$ cat src/rtl/lcts_pkg.sv
`default_nettype none

package lcts_pkg;

  // field widths
  localparam int unsigned DRIVE_NUM_W = 8;
  localparam int unsigned LBA_W       = 24;
  localparam int unsigned TOTAL_W     = 8;
  localparam int unsigned CYL_W       = 22;
  localparam int unsigned HEAD_W      = 8;
  localparam int unsigned SECT_W      = 6;
  localparam int unsigned STATUS_W    = 2;

  // configuration port
  localparam int unsigned CFG_IDX_W  = 8;
  localparam int unsigned CFG_DATA_W = 8;

  localparam logic [CFG_IDX_W-1:0] REG_D0_SPT   = 8'd0;
  localparam logic [CFG_IDX_W-1:0] REG_D0_HEADS = 8'd1;
  localparam logic [CFG_IDX_W-1:0] REG_D1_SPT   = 8'd2;
  localparam logic [CFG_IDX_W-1:0] REG_D1_HEADS = 8'd3;

  localparam logic [SECT_W-1:0] SPT_RESET   = 6'd0;
  localparam logic [HEAD_W-1:0] HEADS_RESET = 8'd2;

  // result status codes
  localparam logic [STATUS_W-1:0] STATUS_OK        = 2'd0;
  localparam logic [STATUS_W-1:0] STATUS_BAD_DRIVE = 2'd1;
  localparam logic [STATUS_W-1:0] STATUS_NO_GEOM   = 2'd2;

  // commands per request before the block pauses for the next request
  localparam logic [5:0] MAX_CMDS = 6'd33;

  // bit-serial divider: one quotient bit per cycle over the lba width
  localparam int unsigned DIV_STEPS = LBA_W;
  localparam int unsigned DIV_CNT_W = $clog2(DIV_STEPS);
  localparam logic [DIV_CNT_W-1:0] DIV_LAST_CNT = DIV_CNT_W'(DIV_STEPS - 1);

  typedef struct packed {
    logic                   func;
    logic [DRIVE_NUM_W-1:0] drive_number;
    logic [LBA_W-1:0]       lba_start;
    logic [TOTAL_W-1:0]     sector_total;
  } req_t;

  typedef struct packed {
    logic                direction;
    logic                drive_out;
    logic [CYL_W-1:0]    cylinder;
    logic [HEAD_W-1:0]   head_out;
    logic [SECT_W-1:0]   first_sector;
    logic [SECT_W-1:0]   chunk_count;
    logic                last;
    logic [STATUS_W-1:0] status;
  } cmd_t;

  typedef enum logic [1:0] {
    ST_IDLE,
    ST_DIV_SECTOR,
    ST_DIV_HEAD,
    ST_EMIT
  } state_t;

endpackage

`default_nettype wire

$ cat src/rtl/lcts_req_if.sv
`default_nettype none

interface lcts_req_if import lcts_pkg::*; ();
  logic valid;
  logic ready;
  req_t data;

  modport source (output valid, output data, input ready);
  modport sink (input valid, input data, output ready);
endinterface

`default_nettype wire

$ cat src/rtl/lcts_cmd_if.sv
`default_nettype none

interface lcts_cmd_if import lcts_pkg::*; ();
  logic valid;
  logic ready;
  cmd_t data;

  modport source (output valid, output data, input ready);
  modport sink (input valid, input data, output ready);
endinterface

`default_nettype wire

$ cat src/rtl/lcts_cfg_if.sv
`default_nettype none

interface lcts_cfg_if import lcts_pkg::*; ();
  logic                  valid;
  logic                  ready;
  logic [CFG_IDX_W-1:0]  index;
  logic [CFG_DATA_W-1:0] data;

  modport source (output valid, output index, output data, input ready);
  modport sink (input valid, input index, input data, output ready);
endinterface

`default_nettype wire

$ cat src/rtl/lba_to_chs_track_splitter.sv
`default_nettype none

// channel  dir  payload                                         request moves
// req      in   func, drive_number, lba_start, sector_total     one disk transfer
// cmd      out  direction .. status (cmd_t)                     one per-track command
// cfg      in   index, data                                     one geometry register write
//
// a fresh request is accepted, its lba is split by sectors-per-track and
// the track is then split by heads (one shared bit-serial divider), then
// its commands go out one after another while cmd is not stalled.
// error results and continuations of a long request skip the divider.
// rst is synchronous: geometry returns to spt 0 / heads 2, the block goes idle.
// req is taken only when idle and the output register is free or draining.
module lba_to_chs_track_splitter import lcts_pkg::*; (
  input  wire logic  clk,
  input  wire logic  rst,
  lcts_req_if.sink   req,
  lcts_cmd_if.source cmd,
  lcts_cfg_if.sink   cfg
);

  // geometry registers
  logic [SECT_W-1:0] d0_spt, d1_spt;
  logic [HEAD_W-1:0] d0_heads, d1_heads;

  // request state
  state_t            state, state_next;
  logic [CYL_W-1:0]  cur_cylinder, cur_cylinder_next;
  logic [HEAD_W-1:0] cur_head, cur_head_next;
  logic [SECT_W-1:0] cur_sector, cur_sector_next;
  logic [TOTAL_W-1:0] remaining, remaining_next;
  logic              busy, busy_next;
  logic [1:0]        held_drive_dir, held_drive_dir_next;
  logic [5:0]        step_cnt, step_cnt_next;

  // divider registers
  logic [LBA_W-1:0]     div_dvd, div_dvd_next;
  logic [HEAD_W-1:0]    div_rem, div_rem_next;
  logic [HEAD_W-1:0]    div_dsr, div_dsr_next;
  logic [DIV_CNT_W-1:0] div_cnt, div_cnt_next;

  // output register
  logic out_valid, out_valid_next;
  cmd_t out_data, out_data_next;

  logic in_fire, out_free;

  assign cfg.ready = 1'b1;
  assign cmd.valid = out_valid;
  assign cmd.data  = out_data;
  assign out_free  = !out_valid || cmd.ready;
  assign req.ready = (state == ST_IDLE) && out_free;
  assign in_fire   = req.valid && req.ready;

  // geometry write port
  always_ff @(posedge clk) begin
    if (rst) begin
      d0_spt   <= SPT_RESET;
      d0_heads <= HEADS_RESET;
      d1_spt   <= SPT_RESET;
      d1_heads <= HEADS_RESET;
    end else if (cfg.valid) begin
      unique case (cfg.index)
        REG_D0_SPT:   d0_spt   <= cfg.data[SECT_W-1:0];
        REG_D0_HEADS: d0_heads <= cfg.data[HEAD_W-1:0];
        REG_D1_SPT:   d1_spt   <= cfg.data[SECT_W-1:0];
        REG_D1_HEADS: d1_heads <= cfg.data[HEAD_W-1:0];
        default: ;
      endcase
    end
  end

  // geometry lookup for the incoming and the held drive
  logic [SECT_W-1:0] req_spt, held_spt;
  logic [HEAD_W-1:0] req_heads, held_heads;
  logic              req_geom_ok, held_geom_ok;

  assign req_spt      = req.data.drive_number[0] ? d1_spt : d0_spt;
  assign req_heads    = req.data.drive_number[0] ? d1_heads : d0_heads;
  assign held_spt     = held_drive_dir[1] ? d1_spt : d0_spt;
  assign held_heads   = held_drive_dir[1] ? d1_heads : d0_heads;
  assign req_geom_ok  = (req_spt != '0) && (req_heads != '0);
  assign held_geom_ok = (held_spt != '0) && (held_heads != '0);

  // one restoring division step
  logic [HEAD_W:0]   rem_shift, rem_sub;
  logic              quo_bit;
  logic [HEAD_W-1:0] rem_new;
  logic [LBA_W-1:0]  dvd_new;

  assign rem_shift = {div_rem, div_dvd[LBA_W-1]};
  assign quo_bit   = rem_shift >= {1'b0, div_dsr};
  assign rem_sub   = rem_shift - {1'b0, div_dsr};
  assign rem_new   = quo_bit ? rem_sub[HEAD_W-1:0] : rem_shift[HEAD_W-1:0];
  assign dvd_new   = {div_dvd[LBA_W-2:0], quo_bit};

  // chunk of the current track
  logic [SECT_W:0]    avail;
  logic [TOTAL_W-1:0] chunk, rem_after;
  logic [HEAD_W-1:0]  head_inc;
  logic               cmd_last;

  assign avail     = (cur_sector <= held_spt) ?
                     7'({1'b0, held_spt} - {1'b0, cur_sector} + 7'd1) : '0;
  assign chunk     = ({1'b0, avail} > remaining) ? remaining : {1'b0, avail};
  assign rem_after = remaining - chunk;
  assign cmd_last  = (rem_after == '0);
  assign head_inc  = cur_head + 8'd1;

  // state register
  always_ff @(posedge clk) begin
    if (rst) begin
      state          <= ST_IDLE;
      busy           <= 1'b0;
      out_valid      <= 1'b0;
      cur_cylinder   <= '0;
      cur_head       <= '0;
      cur_sector     <= '0;
      remaining      <= '0;
      held_drive_dir <= '0;
      step_cnt       <= '0;
      div_cnt        <= '0;
    end else begin
      state          <= state_next;
      busy           <= busy_next;
      out_valid      <= out_valid_next;
      cur_cylinder   <= cur_cylinder_next;
      cur_head       <= cur_head_next;
      cur_sector     <= cur_sector_next;
      remaining      <= remaining_next;
      held_drive_dir <= held_drive_dir_next;
      step_cnt       <= step_cnt_next;
      div_cnt        <= div_cnt_next;
    end
  end

  // payload registers
  always_ff @(posedge clk) begin
    div_dvd  <= div_dvd_next;
    div_rem  <= div_rem_next;
    div_dsr  <= div_dsr_next;
    out_data <= out_data_next;
  end

  // next state and outputs
  always_comb begin
    state_next          = state;
    busy_next           = busy;
    cur_cylinder_next   = cur_cylinder;
    cur_head_next       = cur_head;
    cur_sector_next     = cur_sector;
    remaining_next      = remaining;
    held_drive_dir_next = held_drive_dir;
    step_cnt_next       = step_cnt;
    div_dvd_next        = div_dvd;
    div_rem_next        = div_rem;
    div_dsr_next        = div_dsr;
    div_cnt_next        = div_cnt;
    out_data_next       = out_data;
    out_valid_next      = out_valid && !cmd.ready;

    unique case (state)
      ST_IDLE: begin
        if (in_fire) begin
          if (busy) begin
            // continue the held request, input payload is ignored
            if (!held_geom_ok) begin
              out_data_next           = '0;
              out_data_next.direction = held_drive_dir[0];
              out_data_next.drive_out = held_drive_dir[1];
              out_data_next.last      = 1'b1;
              out_data_next.status    = STATUS_NO_GEOM;
              out_valid_next          = 1'b1;
              busy_next               = 1'b0;
            end else begin
              step_cnt_next = '0;
              state_next    = ST_EMIT;
            end
          end else if (req.data.drive_number > 8'd1) begin
            out_data_next           = '0;
            out_data_next.direction = req.data.func;
            out_data_next.last      = 1'b1;
            out_data_next.status    = STATUS_BAD_DRIVE;
            out_valid_next          = 1'b1;
          end else if (!req_geom_ok) begin
            out_data_next           = '0;
            out_data_next.direction = req.data.func;
            out_data_next.drive_out = req.data.drive_number[0];
            out_data_next.last      = 1'b1;
            out_data_next.status    = STATUS_NO_GEOM;
            out_valid_next          = 1'b1;
          end else begin
            held_drive_dir_next = {req.data.drive_number[0], req.data.func};
            remaining_next      = req.data.sector_total;
            div_dvd_next        = req.data.lba_start;
            div_rem_next        = '0;
            div_dsr_next        = {2'b00, req_spt};
            div_cnt_next        = DIV_LAST_CNT;
            state_next          = ST_DIV_SECTOR;
          end
        end
      end

      ST_DIV_SECTOR: begin
        div_dvd_next = dvd_new;
        div_rem_next = rem_new;
        div_cnt_next = div_cnt - DIV_CNT_W'(1);
        if (div_cnt == '0) begin
          // quotient stays in place as the next dividend
          cur_sector_next = rem_new[SECT_W-1:0] + 6'd1;
          div_rem_next    = '0;
          div_dsr_next    = held_heads;
          div_cnt_next    = DIV_LAST_CNT;
          state_next      = ST_DIV_HEAD;
        end
      end

      ST_DIV_HEAD: begin
        div_dvd_next = dvd_new;
        div_rem_next = rem_new;
        div_cnt_next = div_cnt - DIV_CNT_W'(1);
        if (div_cnt == '0) begin
          cur_cylinder_next = dvd_new[CYL_W-1:0];
          cur_head_next     = rem_new;
          busy_next         = 1'b1;
          step_cnt_next     = '0;
          state_next        = ST_EMIT;
        end
      end

      ST_EMIT: begin
        if (out_free) begin
          out_data_next.direction    = held_drive_dir[0];
          out_data_next.drive_out    = held_drive_dir[1];
          out_data_next.cylinder     = cur_cylinder;
          out_data_next.head_out     = cur_head;
          out_data_next.first_sector = cur_sector;
          out_data_next.chunk_count  = chunk[SECT_W-1:0];
          out_data_next.last         = cmd_last;
          out_data_next.status       = STATUS_OK;
          out_valid_next             = 1'b1;
          remaining_next             = rem_after;
          if (cmd_last) begin
            busy_next  = 1'b0;
            state_next = ST_IDLE;
          end else begin
            // step to sector 1 of the next track
            cur_sector_next = 6'd1;
            if (head_inc >= held_heads) begin
              cur_head_next     = '0;
              cur_cylinder_next = cur_cylinder + 22'd1;
            end else begin
              cur_head_next = head_inc;
            end
            step_cnt_next = step_cnt + 6'd1;
            if (step_cnt + 6'd1 == MAX_CMDS) begin
              state_next = ST_IDLE;
            end
          end
        end
      end
    endcase
  end

`ifndef SYNTHESIS
  // divider runs only with an empty output register
  a_div_out_empty: assert property (@(posedge clk) disable iff (rst)
    (state == ST_DIV_SECTOR || state == ST_DIV_HEAD) |-> !out_valid)
    else $error("output loaded during division");

  // emission only on a live request
  a_emit_busy: assert property (@(posedge clk) disable iff (rst)
    (state == ST_EMIT) |-> busy)
    else $error("emitting while not busy");

  // error results always close the request
  a_err_last: assert property (@(posedge clk) disable iff (rst)
    (out_valid && out_data.status != STATUS_OK) |-> out_data.last)
    else $error("error result without last");

  // a non-final command carries data
  a_chunk_nonzero: assert property (@(posedge clk) disable iff (rst)
    (out_valid && out_data.status == STATUS_OK && !out_data.last)
      |-> (out_data.chunk_count != '0))
    else $error("empty non-final command");

  // per-request command count bound
  a_step_bound: assert property (@(posedge clk) disable iff (rst)
    step_cnt <= MAX_CMDS)
    else $error("too many commands in one request");
`endif

endmodule

`default_nettype wire
$ cat src/flat_wrapper.sv
// flat-port wrapper written by rule: the top's interface ports become plain ports
module lba_to_chs_track_splitter_flat import lcts_pkg::*;
  (clk, rst, req_valid, req_data, req_ready, cmd_valid, cmd_data, cmd_ready, cfg_valid, cfg_index, cfg_data, cfg_ready);
  lcts_req_if req_i ();
  lcts_cmd_if cmd_i ();
  lcts_cfg_if cfg_i ();
  input  wire logic clk;
  input  wire logic rst;
  input wire logic [$bits(req_i.valid)-1:0] req_valid;
  input wire logic [$bits(req_i.data)-1:0] req_data;
  output wire logic [$bits(req_i.ready)-1:0] req_ready;
  output wire logic [$bits(cmd_i.valid)-1:0] cmd_valid;
  output wire logic [$bits(cmd_i.data)-1:0] cmd_data;
  input wire logic [$bits(cmd_i.ready)-1:0] cmd_ready;
  input wire logic [$bits(cfg_i.valid)-1:0] cfg_valid;
  input wire logic [$bits(cfg_i.index)-1:0] cfg_index;
  input wire logic [$bits(cfg_i.data)-1:0] cfg_data;
  output wire logic [$bits(cfg_i.ready)-1:0] cfg_ready;
  assign req_i.valid = req_valid;
  assign req_i.data = req_data;
  assign req_ready = req_i.ready;
  assign cmd_valid = cmd_i.valid;
  assign cmd_data = cmd_i.data;
  assign cmd_i.ready = cmd_ready;
  assign cfg_i.valid = cfg_valid;
  assign cfg_i.index = cfg_index;
  assign cfg_i.data = cfg_data;
  assign cfg_ready = cfg_i.ready;
  lba_to_chs_track_splitter u_core (.clk(clk), .rst(rst), .req(req_i), .cmd(cmd_i), .cfg(cfg_i));
endmodule
$ cat config.mk
export PLATFORM = sky130hd
export DESIGN_NAME = lba_to_chs_track_splitter_flat
export DESIGN_NICKNAME = d
export VERILOG_FILES = /design/src/rtl/lcts_pkg.sv /design/src/rtl/lcts_req_if.sv /design/src/rtl/lcts_cmd_if.sv /design/src/rtl/lcts_cfg_if.sv /design/src/rtl/lba_to_chs_track_splitter.sv /design/src/flat_wrapper.sv
export SDC_FILE = /design/constraint.sdc
export NUM_CORES = 1
export LEC_CHECK = 0
export ABC_AREA = 1
export BUFFER_PORTS_ARGS = -buffer_cell sky130_fd_sc_hd__buf_2
export CAP_MARGIN = 20
export CELL_PAD_IN_SITES_DETAIL_PLACEMENT = 0
export CELL_PAD_IN_SITES_GLOBAL_PLACEMENT = 1
export CORE_UTILIZATION = 47
export CTS_BUF_LIST = sky130_fd_sc_hd__clkbuf_8 sky130_fd_sc_hd__clkbuf_16
export CTS_CLUSTER_SIZE = 30
export DETAILED_ROUTE_END_ITERATION = 12
export GPL_TIMING_DRIVEN = 0
export PLACE_DENSITY_LB_ADDON = 0.1
export SYNTH_ARGS = -nofsm -noshare
export SYNTH_HDL_FRONTEND = slang
export SYNTH_SLANG_ARGS = --single-unit
$ cat constraint.sdc
create_clock -name clk -period 16.5 [get_ports clk]
set_clock_uncertainty 0.2 [all_clocks]
set_input_delay 1.65 -clock clk [delete_from_list [all_inputs] [get_ports clk]]
set_output_delay 1.65 -clock clk [all_outputs]
set_load 0.02 [all_outputs]
### Word-level counts from Yosys, hierarchy flattened

Index checks and enable logic that the tools add are counted.

| operators by class | value |
|---|---|
| $lt $le $gt $ge | 5 |
| equal/unequal tests | 25 |
| multiply operators | 0 |
| bitwise operators | 2 |
| reduce and logical (&&, ||, !) cells | 40 |
| muxes and demuxes | 89 |
| $add $sub $neg | 9 |
| shift operators | 0 |
| div/mod/pow operators | 0 |

Operators by type and width:

| kind | number |
|---|---|
| 47-bit two-way mux | 6 |
| 8-bit two-way mux | 23 |
| 24-bit two-way mux | 4 |
| 47-bit one-hot mux with 2 select lines | 1 |
| 22-bit two-way mux | 4 |
| 6-bit two-way mux | 11 |
| 24-bit one-hot mux with 2 select lines | 1 |
| 8-bit one-hot mux with 2 select lines | 3 |
| 22-bit one-hot mux with 2 select lines | 1 |
| 5-bit AND reduction | 6 |
| 5-bit two-way mux | 5 |
| 8-bit one-hot mux with 3 select lines | 1 |
| 22-bit by 1-bit adder with 22-bit output, second input constant | 1 |
| 2-bit two-way mux | 10 |
| 2-bit by 1-bit != test with 1-bit output, second input constant | 9 |
| 6-bit one-hot mux with 3 select lines | 1 |
| 8-bit by 2-bit == test with 1-bit output, second input constant | 2 |
| 8-bit zero test | 2 |
| 8-bit nonzero test | 2 |
| 8-bit subtractor | 2 |
| 5-bit one-hot mux with 3 select lines | 1 |
| 6-bit by 1-bit adder with 6-bit output, second input constant | 2 |
| 1-bit two-way mux | 12 |
| 6-bit one-hot mux with 2 select lines | 1 |
| other kinds (37) | 59 |

| storage, ports and cells | value |
|---|---|
| register bits after elaboration | 176 |
| output and inout bits | 50 |
| memory bits (writable) | 0 |
| memories | 0 |
| bits in read-only memories | 0 |
| input port bits | 62 |
| bits in latches | 0 |

### Longest topological paths before layout

Gate-level depths: netlist of the first run.

| depth | value |
|---|---|
| depth in word-level cells | 11 |
| depth in mapped cells | 44 |
| depth with buffers taken out | 41 |

### Worst setup path after synthesis of the first run

No wires, ideal clock.

| path | value |
|---|---|
| path kind | register to register |
| start | register u_core.held_drive_dir[1] |
| end | register u_core.cur_cylinder[17] |
| slack | 10,903 ps |
| period minus slack after synthesis | 5,597 ps |
| cell stages (with the launch flop) | 40 |
| data required time | 16,191 ps |
| setup time | 109 ps |
| buffers on the path | 3 |
| arrival time | 5,288 ps |
| path through | dfxtp_1 buf_2 inv_1 or2_2 o21ai_0 inv_1 ha_1 ha_1 nand2_1 nor2_1 a211oi_1 nor2_1 nor2_1 nor2_1 nor2_1 or2_2 nand3_1 inv_1 (+4 left out) nand2_4 clkbuf_1 o21ai_0 fa_1 a21o_1 nand3_2 nand2_1 nand2_1 nand2_1 nor2_1 nand2_1 nor2_4 nand2_4 nand3_4 buf_2 nand2_1 inv_2 nor2_2 |

| on the way | value |
|---|---|
| word-level cells in the longest chain between the ends | 10 |

Ends and longest elaborated chain:

| what | RTL line | RTL |
|---|---|---|
| start, declared | lba_to_chs_track_splitter.sv:33 | `logic [1:0] held_drive_dir, held_drive_dir_next;` |
| start signal, assigned | lba_to_chs_track_splitter.sv:131 | `held_drive_dir <= held_drive_dir_next;` |
| 6-bit two-way mux | lba_to_chs_track_splitter.sv:80 | `assign held_spt = held_drive_dir[1] ? d1_spt : d0_spt;` |
| 6-bit by 6-bit subtractor with 7-bit output | lba_to_chs_track_splitter.sv:104 | `7'({1'b0, held_spt} - {1'b0, cur_sector} + 7'd1) : '0;` |
| 7-bit by 1-bit adder with 7-bit output | lba_to_chs_track_splitter.sv:104 |  |
| 7-bit two-way mux | lba_to_chs_track_splitter.sv:103 | `assign avail = (cur_sector <= held_spt) ?` |
| 7-bit by 8-bit greater-than comparator with 1-bit output | lba_to_chs_track_splitter.sv:105 | `assign chunk = ({1'b0, avail} > remaining) ? remaining : {1'b0, avail};` |
| 8-bit two-way mux | lba_to_chs_track_splitter.sv:105 |  |
| 8-bit subtractor | lba_to_chs_track_splitter.sv:106 | `assign rem_after = remaining - chunk;` |
| 8-bit zero test | lba_to_chs_track_splitter.sv:107 | `assign cmd_last = (rem_after == '0);` |
| 2-bit != test (no line) | n/a |  |
| 5-bit AND reduction (no line) (*) | n/a |  |
| end signal, assigned | lba_to_chs_track_splitter.sv:127 | `cur_cylinder <= cur_cylinder_next;` |
| end, declared | lba_to_chs_track_splitter.sv:28 | `logic [CYL_W-1:0] cur_cylinder, cur_cylinder_next;` |

Mark *: on every way between the ends. The rest lies on a longest branch, timed or not.
A chain may end at the register's enable or synchronous reset.

### Worst setup path after layout of the first run

| path | value |
|---|---|
| start | register u_core.held_drive_dir[1] |
| end | register u_core.cur_cylinder[18] |

Same word-level chain as after synthesis.

==> impl_metrics.ini, run 1 <==
[synthesis]
syn_inst = 1386
synth_xor_area_share_pct = 1.335
ys.warnings.count = 0
syn_avg_cell_area_um2 = 7.574
synthMuxAreaShare_pct = 0.4887
synth_fa_ha_area_share_pct = 7.247
synth-seq-cells = 176
syn_nets = 1507
synth-simple-area-share_pct = 26.70
synth.distinct_cells = 56
ys_seq_area_share_pct = 41.86
synth_top_family_by_area = simple AND/OR/NAND/NOR gates
synth_compound_area_share_pct = 11.66
syn_area_um2 = 10500

[worst_setup_path]
critical_path.most_common_cell = nor2_1
cp_max_fo = 10
ff2ff_setup_slack_ns = 9.87
critPathKind = reg -> reg
end_kind = flip-flop
slowest_stage = fa_1
timing.rr.start = u_core.held_drive_dir[1]$_SDFFE_PP0P_
critPathLaunch = u_core.held_drive_dir[1]$_SDFFE_PP0P_
startpoint_type = flip-flop
critPathArrivalTime_ns = 6.77
required_ns = 16.64
cp_slowest_stage_delay_ns = 0.51

[drt]
via_count = 9398
drt-initial-drc-count = 529
first_pass_iters = 10
drtAntennaViolNets = 0
drc = 0
detail_route.wl_per_cell_um = 15.55
via_per_inst = 5.192
drt-total-wl_mm = 28.15

[sta]
slew-limit-headroom_pct = 33.65
setup_viol = 0
post-route-period-util_pct = 40.18
slew_viol_final = 0
worst_slew_pin_slew_ns = 0.9871
rsz0062_at_grt = no
finalSetupTns_ns = 0
final_hold_viol_count = 0
fmax_ghz = 0.1509
hold_ws_ns = 0.2702
period_needed_ns = 6.629

[clocking]
cts_root_buf = clkbuf_16
clkSlewWorstSetupHoldPaths_ns = 0.07
cts-resized-gates = 0
clkLatencyLatePin_ns = 0.44
hold_buffers = 0
clkSinkCount = 176
cts_buffers = 17
cts_tree = done
clock_path_buffers = 2
post_cts_buffers = 0
h-tree-depth = 4

[floorplan]
start_util_pct = 47.95
rows = 54
num_io_pins = 112
die_w_um = 151.5
coreArea_um2 = 21890
dieArea_um2 = 22940
die_y_um = 151.5

[cells_and_area]
diodes = 0
nets = 1638
mostFrequentLayoutCells = nand2_1, inv_1, nor2_1
final_cells = 1810
layout_commonest_cell = nand2_1
synthToLayoutAreaGrowth_pct = 14.80
drive_above_1_share_pct = 14.31

[power_and_ir_drop]
power.share.sequential_pct = 25.5
swShare_pct = 48.22
p_sw_mw = 1.262
p_leak_nw = 5.747
internal_power_mw = 1.355
irDropWorstVdd_mv = 0.1850
pwr-share-comb_pct = 58.6
power.density_nw_per_um2 = 217.2
clkPwrFrac_pct = 15.8

[placed_design]
portBuffers = 110
place_congestion = 0.8516
dp_cells = 1778
dp_hpwl_mm = 21.61

[global_route]
grt_max_degree = 30
grt_pass1_vias = 8568
grt_antenna_before_repair = 0
grt-ovfl-total = 0
grtUsageTotal_pct = 25.56
grt_pass1_wl_mm = 44.53

[job]
cap_violations = 0

[worst_hold_path]
hold_start = u_core.d0_heads[4]$_SDFFE_PP0P_
min_path_type = reg -> reg

[run_status]
outcome = complete, no violations
-- layer usage --
layer | vias up | share of wire, % | track usage [%]
li1 | 4783 | - | -
met1 | 4374 | 47 | 35.01
met2 | 212 | 47 | 42.42
met3 | 29 | 4.9 | 3.144
met4 | 0 | 1.3 | 6.700
met5 | - | 0 | 0
-- kinds of logic (layout without fill, tap and decap cells) --
| family | Yosys count | in the layout |
|---|---|---|
| adders and majority gates | 59 | 59 |
| muxes | 5 | 5 |
| other | 1 | 1 |
| and+or+nand+nor | 628 | 628 |
| buffers and inverters | 286 | 430 |
| xor gates and xnor gates | 16 | 16 |
| AOI/OAI and AO/OA | 215 | 215 |
| DFF | 176 | 176 |
-- worst max-delay path, delay by kind of cell (launching register included) --
| kind | cells | cell delay [ns] |
|---|---|---|
| flops | 1 | 0.31 |
| compound gates | 3 | 0.47 |
| simple gates | 21 | 2.58 |
| xor+xnor | 1 | 0.19 |
| buf+inv | 8 | 1.27 |
| fa+ha+maj | 4 | 1.48 |
-- layout make-up --
| cell class | count | area [um^2] |
|---|---|---|
| Timing Repair Buffer | 112 | 590.6 |
| Tap cell | 280 | 350.3 |
| Clock inverter | 15 | 158.9 |
| Sequential cell | 176 | 4394 |
| Inverter | 238 | 893.4 |
| Multi-Input combinational cell | 924 | 5011 |
| Buffer | 48 | 227.7 |
| Fill cell | 2188 | 9839 |
| Clock buffer | 17 | 425.4 |
-- final timing paths --
| kind | depth (start not counted) | to |
|---|---|---|
| setup reg to reg | 37 | u_core.cur_cylinder[18]$_SDFFE_PP0P_ |
| hold reg to reg | 2 | u_core.d0_heads[4]$_SDFFE_PP0P_ |
| hold / removal | 2 | u_core.d0_heads[4]$_SDFFE_PP0P_ |
| setup / recovery | 37 | u_core.cur_cylinder[18]$_SDFFE_PP0P_ |
-- power groups by stage --
stage	logic (mW)	clock network (mW)	registers (mW)
3_3_place_gp	1.51	0	0.684
2_1_floorplan	1.11	0	0.746
3_5_place_dp	1.52	0	0.677
4_1_cts	1.53	0.419	0.669
6_report	1.53	0.414	0.668
5_1_grt	1.75	0.434	0.686
-- metrics by stage --
step	power [mW]	util, %	cell area [um^2]	worst slack (ns)
2_1_floorplan	1.858	-	10500	10.90
5_1_grt	2.874	55.05	12050	9.249
6_report	2.618	55.05	12050	9.871
3_3_place_gp	2.190	52.07	11400	9.046
3_5_place_dp	2.201	52.38	11470	9.896
4_1_cts	2.621	55.05	12050	9.865
-- Yosys cell counts, drive strengths merged --
library cell | instances | area (um^2)
nand4 | 39 | 244.0
mux2i | 4 | 40.04
xor2 | 14 | 122.6
ha | 56 | 700.7
o21bai | 1 | 7.510
a21boi | 2 | 18.77
a221oi | 14 | 122.6
edfxtp | 87 | 2613
o211ai | 3 | 22.52
clkinv | 10 | 37.54
nor3 | 30 | 160.2
o2111ai | 1 | 8.760
clkbuf | 26 | 97.59
nand3b | 3 | 22.52
o311ai | 1 | 8.760
o31ai | 1 | 7.510
o221a | 1 | 11.26
inv | 228 | 855.8
conb | 1 | 3.750
xnor2 | 2 | 17.52
nand2 | 334 | 1299
a211oi | 5 | 37.54
nor3b | 1 | 7.510
a31oi | 11 | 68.82
a21o | 2 | 15.01
o21a | 1 | 7.510
nor4 | 4 | 25.02
dfxtp | 89 | 1782
and2 | 1 | 6.260
a221o | 1 | 10.01
or2 | 12 | 75.08
mux2 | 1 | 11.26
buf | 22 | 130.1
fa | 3 | 60.06
o221ai | 1 | 8.760
a22oi | 1 | 12.51
o21ai | 101 | 505.5
o22ai | 8 | 50.05
nand3 | 47 | 310.3
or4 | 1 | 7.510
a21oi | 60 | 300.3
nor2 | 156 | 645.6
-- state kept, by name, summed over array words and instances (netlist names) --
signal / flops
u_core.busy: 1
u_core.cmd.data: 47
u_core.cmd.valid: 1
u_core.cur_cylinder: 22
u_core.cur_head: 8
u_core.cur_sector: 6
u_core.d0_heads: 8
u_core.d0_spt: 6
u_core.d1_heads: 8
u_core.d1_spt: 6
u_core.div_cnt: 5
u_core.div_dsr: 8
u_core.div_dvd: 24
u_core.div_rem: 8
u_core.held_drive_dir: 2
u_core.remaining: 8
u_core.state: 2
u_core.step_cnt: 6
Power figures use the tool's default switching activity.
==> inputs of run 2 (changes only) <==
ABC_AREA = 0   (was 1)
CORE_UTILIZATION = 42   (was 47)
clock period = 5.6 ns   (was 16.5 ns; I/O delays follow)
==> run 2 against run 1 <==
The run now ends with setup timing left. Die area is 7.6% higher. Sequential cell count stayed put. Count of clock-buffer cells in the layout is 2 higher. Critical path type unchanged.
==> impl_metrics.ini, run 2 <==
[run_status]
outcome = finished with violations
violations = setup timing

[floorplan]
num_io_pins = 112
rows = 56
start_util_pct = 42.91
die_w_um = 157.1
die_y_um = 157.1
dieArea_um2 = 24680
coreArea_um2 = 23540

[cells_and_area]
drive_above_1_share_pct = 24.53
nets = 1331
synthToLayoutAreaGrowth_pct = 23.37
final_cells = 1542
mostFrequentLayoutCells = buf_2, nor2_1, dfxtp_1
layout_commonest_cell = buf_2
final_util_pct = 52.94
largest_reg_flops = 47
stdcell_area_um2 = 12460
diodes = 0

[drt]
first_pass_iters = 5
drc = 0
drt-total-wl_mm = 28.51
detail_route.wl_per_cell_um = 18.49
drt-initial-drc-count = 512
drtAntennaViolNets = 0
via_per_inst = 5.365
via_count = 8273

[sta]
finalSetupTns_ns = -31.73
slew_viol_final = 0
period_needed_ns = 6.380
final_hold_viol_count = 0
post-route-period-util_pct = 113.9
fmax_ghz = 0.1567
worst_slew_pin_slew_ns = 1.013
slew-limit-headroom_pct = 31.60
setup_viol = 47
final.setup.worst_slack_ns = -0.7801
rsz0062_at_grt = yes
hold_ws_ns = 0.1648

[placed_design]
portBuffers = 110
dpl_cell_area_um2 = 11200
dp_slack_ns = -1.285
dp_hpwl_mm = 20.89
dp_cells = 1482
place_congestion = 0.8605

[worst_setup_path]
r2r_cells = 28
required_ns = 5.73
cp_max_fo = 5
reg2reg_to = u_core.cur_cylinder[0]$_SDFFE_PP0P_
timing.rr.start = u_core.held_drive_dir[1]$_SDFFE_PP0P_
critPathKind = reg -> reg
cp_slowest_stage_delay_ns = 0.43
ff2ff_setup_slack_ns = -0.78
slowest_stage = or3b_4
startpoint_type = flip-flop
end_kind = flip-flop
critPathArrivalTime_ns = 6.51
critPathLaunch = u_core.held_drive_dir[1]$_SDFFE_PP0P_

[synthesis]
synth.distinct_cells = 80
synth-seq-cells = 176
synth_top_area_share_pct = 25.86
synth_xor_area_share_pct = 1.821
syn_area_um2 = 10100
synth.top_cells.by_area = edfxtp_1, dfxtp_1, ha_1
syn_nets = 1173
syn_inst = 1052
netlist_top_cells_count = nor2_1, a21oi_1, dfxtp_1
synthMuxAreaShare_pct = 8.657
synth.most_common_cell = nor2_1
ys.warnings.count = 0
synth_edf_count = 87
synthFlopType = dfxtp_1
postSynth.asyncResetShare_pct = 0
synth_fa_ha_area_share_pct = 7.530
synth_top_family_by_area = simple AND/OR/NAND/NOR gates
synth_compound_area_share_pct = 16.22
syn_avg_cell_area_um2 = 9.603
synth-simple-area-share_pct = 17.24
ys_seq_area_share_pct = 43.50
synth_top_cell_by_area = edfxtp_1

[clocking]
clkSlewWorstSetupHoldPaths_ns = 0.07
clkSinkCount = 176
clkLatencyLatePin_ns = 0.44
hold_buffers = 0
clock_path_buffers = 2
cts_root_buf = clkbuf_16
cts_tree = done
h-tree-depth = 4
cts_buffers = 17

[global_route]
grt_antenna_before_repair = 0
grt-ovfl-total = 0
grt_pass1_wl_mm = 44.30
grt_max_degree = 42
grtUsageTotal_pct = 23.91
grt_pass1_vias = 7900

[worst_hold_path]
hold_end = u_core.d1_heads[6]$_SDFFE_PP0P_
hold_start = cfg_data[6]
min_path_cells = 3
min_path_type = in -> reg

[power_and_ir_drop]
pwr-share-comb_pct = 67.2
swShare_pct = 44.53
irDropWorstVdd_mv = 0.7092
p_sw_mw = 4.253
power.share.sequential_pct = 20.6
finalPower_mw = 9.552
internal_power_mw = 5.299
p_leak_nw = 5.032
clkPwrFrac_pct = 12.3
power.density_nw_per_um2 = 766.4

[job]
cap_violations = 0
## run 2: cell types whose count changed after synthesis, moves of 20 or more
cell	previous run	this run
nand2_1	324	75
inv_1	222	73
o21ai_0	97	36
mux2i_1	4	57
a21oi_1	60	92
and2_1	0	31
nor2_1	138	108
nand4_1	39	10
mux2_2	1	27
o32ai_1	0	20
## run 2: what timing repair did
item / in CTS / in global routing
buffers inserted: 13 / 13
pin swaps: 23 / 48
gates cloned: 0 / 2
hold endpoints to repair: 0 / 0
resized for setup: 35 / 50
setup endpoints to repair: 50 / 50
## run 2: worst max-delay path, delay by kind of cell, from the launching register on
kind	cells	cell delay (ns)
simple gates	5	0.91
xor+xnor	2	0.29
fa+ha+maj	4	1.25
mux	1	0.31
flops	1	0.33
compound gates	12	2.38
buf+inv	4	0.59
## run 2: how the worst max path moves through the flow
stage,end,slack [ns],cells past startpoint
final,u_core.cur_cylinder[0]$_SDFFE_PP0P_,-0.78,28
after global routing,u_core.cur_cylinder[18]$_SDFFE_PP0P_,-1.03,30
after CTS,u_core.cur_cylinder[3]$_SDFFE_PP0P_,-0.75,30
after detailed placement,u_core.cur_cylinder[2]$_SDFFE_PP0P_,-1.29,26
after global placement,u_core.cmd.data[17]$_SDFFCE_PN0P_,-1.46,7
after floorplan,u_core.cur_cylinder[0]$_SDFFE_PP0P_,-0.36,28
## run 2: logic make-up after synthesis
family,after synthesis
AO/OA/AOI/OAI,237
XOR/XNOR,21
adder cells (fa/ha/maj),59
buffers and inverters,127
flip-flops,176
multiplexers,84
other,1
AND/OR/NAND/NOR,347
## run 2: layer usage
layer  part of all wire (%)  wire, um  global-route usage, %  up-vias
li1                       -         -                      -     4097
met1                     50     14260                  34.02     3928
met2                     44     12560                  36.63      214
met3                    3.8      1081                  4.185       34
met4                    2.1       609                  7.767        0
met5                      0         0                      0        -
## run 2: cell type report
class | instances | area, um^2
clock buffer | 19 | 475.5
tap | 319 | 399.1
timing repair buffer | 139 | 860.8
clock inverter | 13 | 97.59
buffer | 53 | 310.3
sequential | 176 | 4395
inverter | 74 | 277.8
multi-input combinational | 749 | 5647
fill | 2197 | 11080
## run 2: power groups by stage
stage | logic [mW] | registers, mW | clock network (mW)
2_1_floorplan | 3.53 | 2.18 | 0
3_5_place_dp | 4.85 | 1.98 | 0
3_3_place_gp | 4.80 | 2.02 | 0
6_report | 6.42 | 1.96 | 1.17
4_1_cts | 5.75 | 1.96 | 1.19
5_1_grt | 6.92 | 2.00 | 1.24
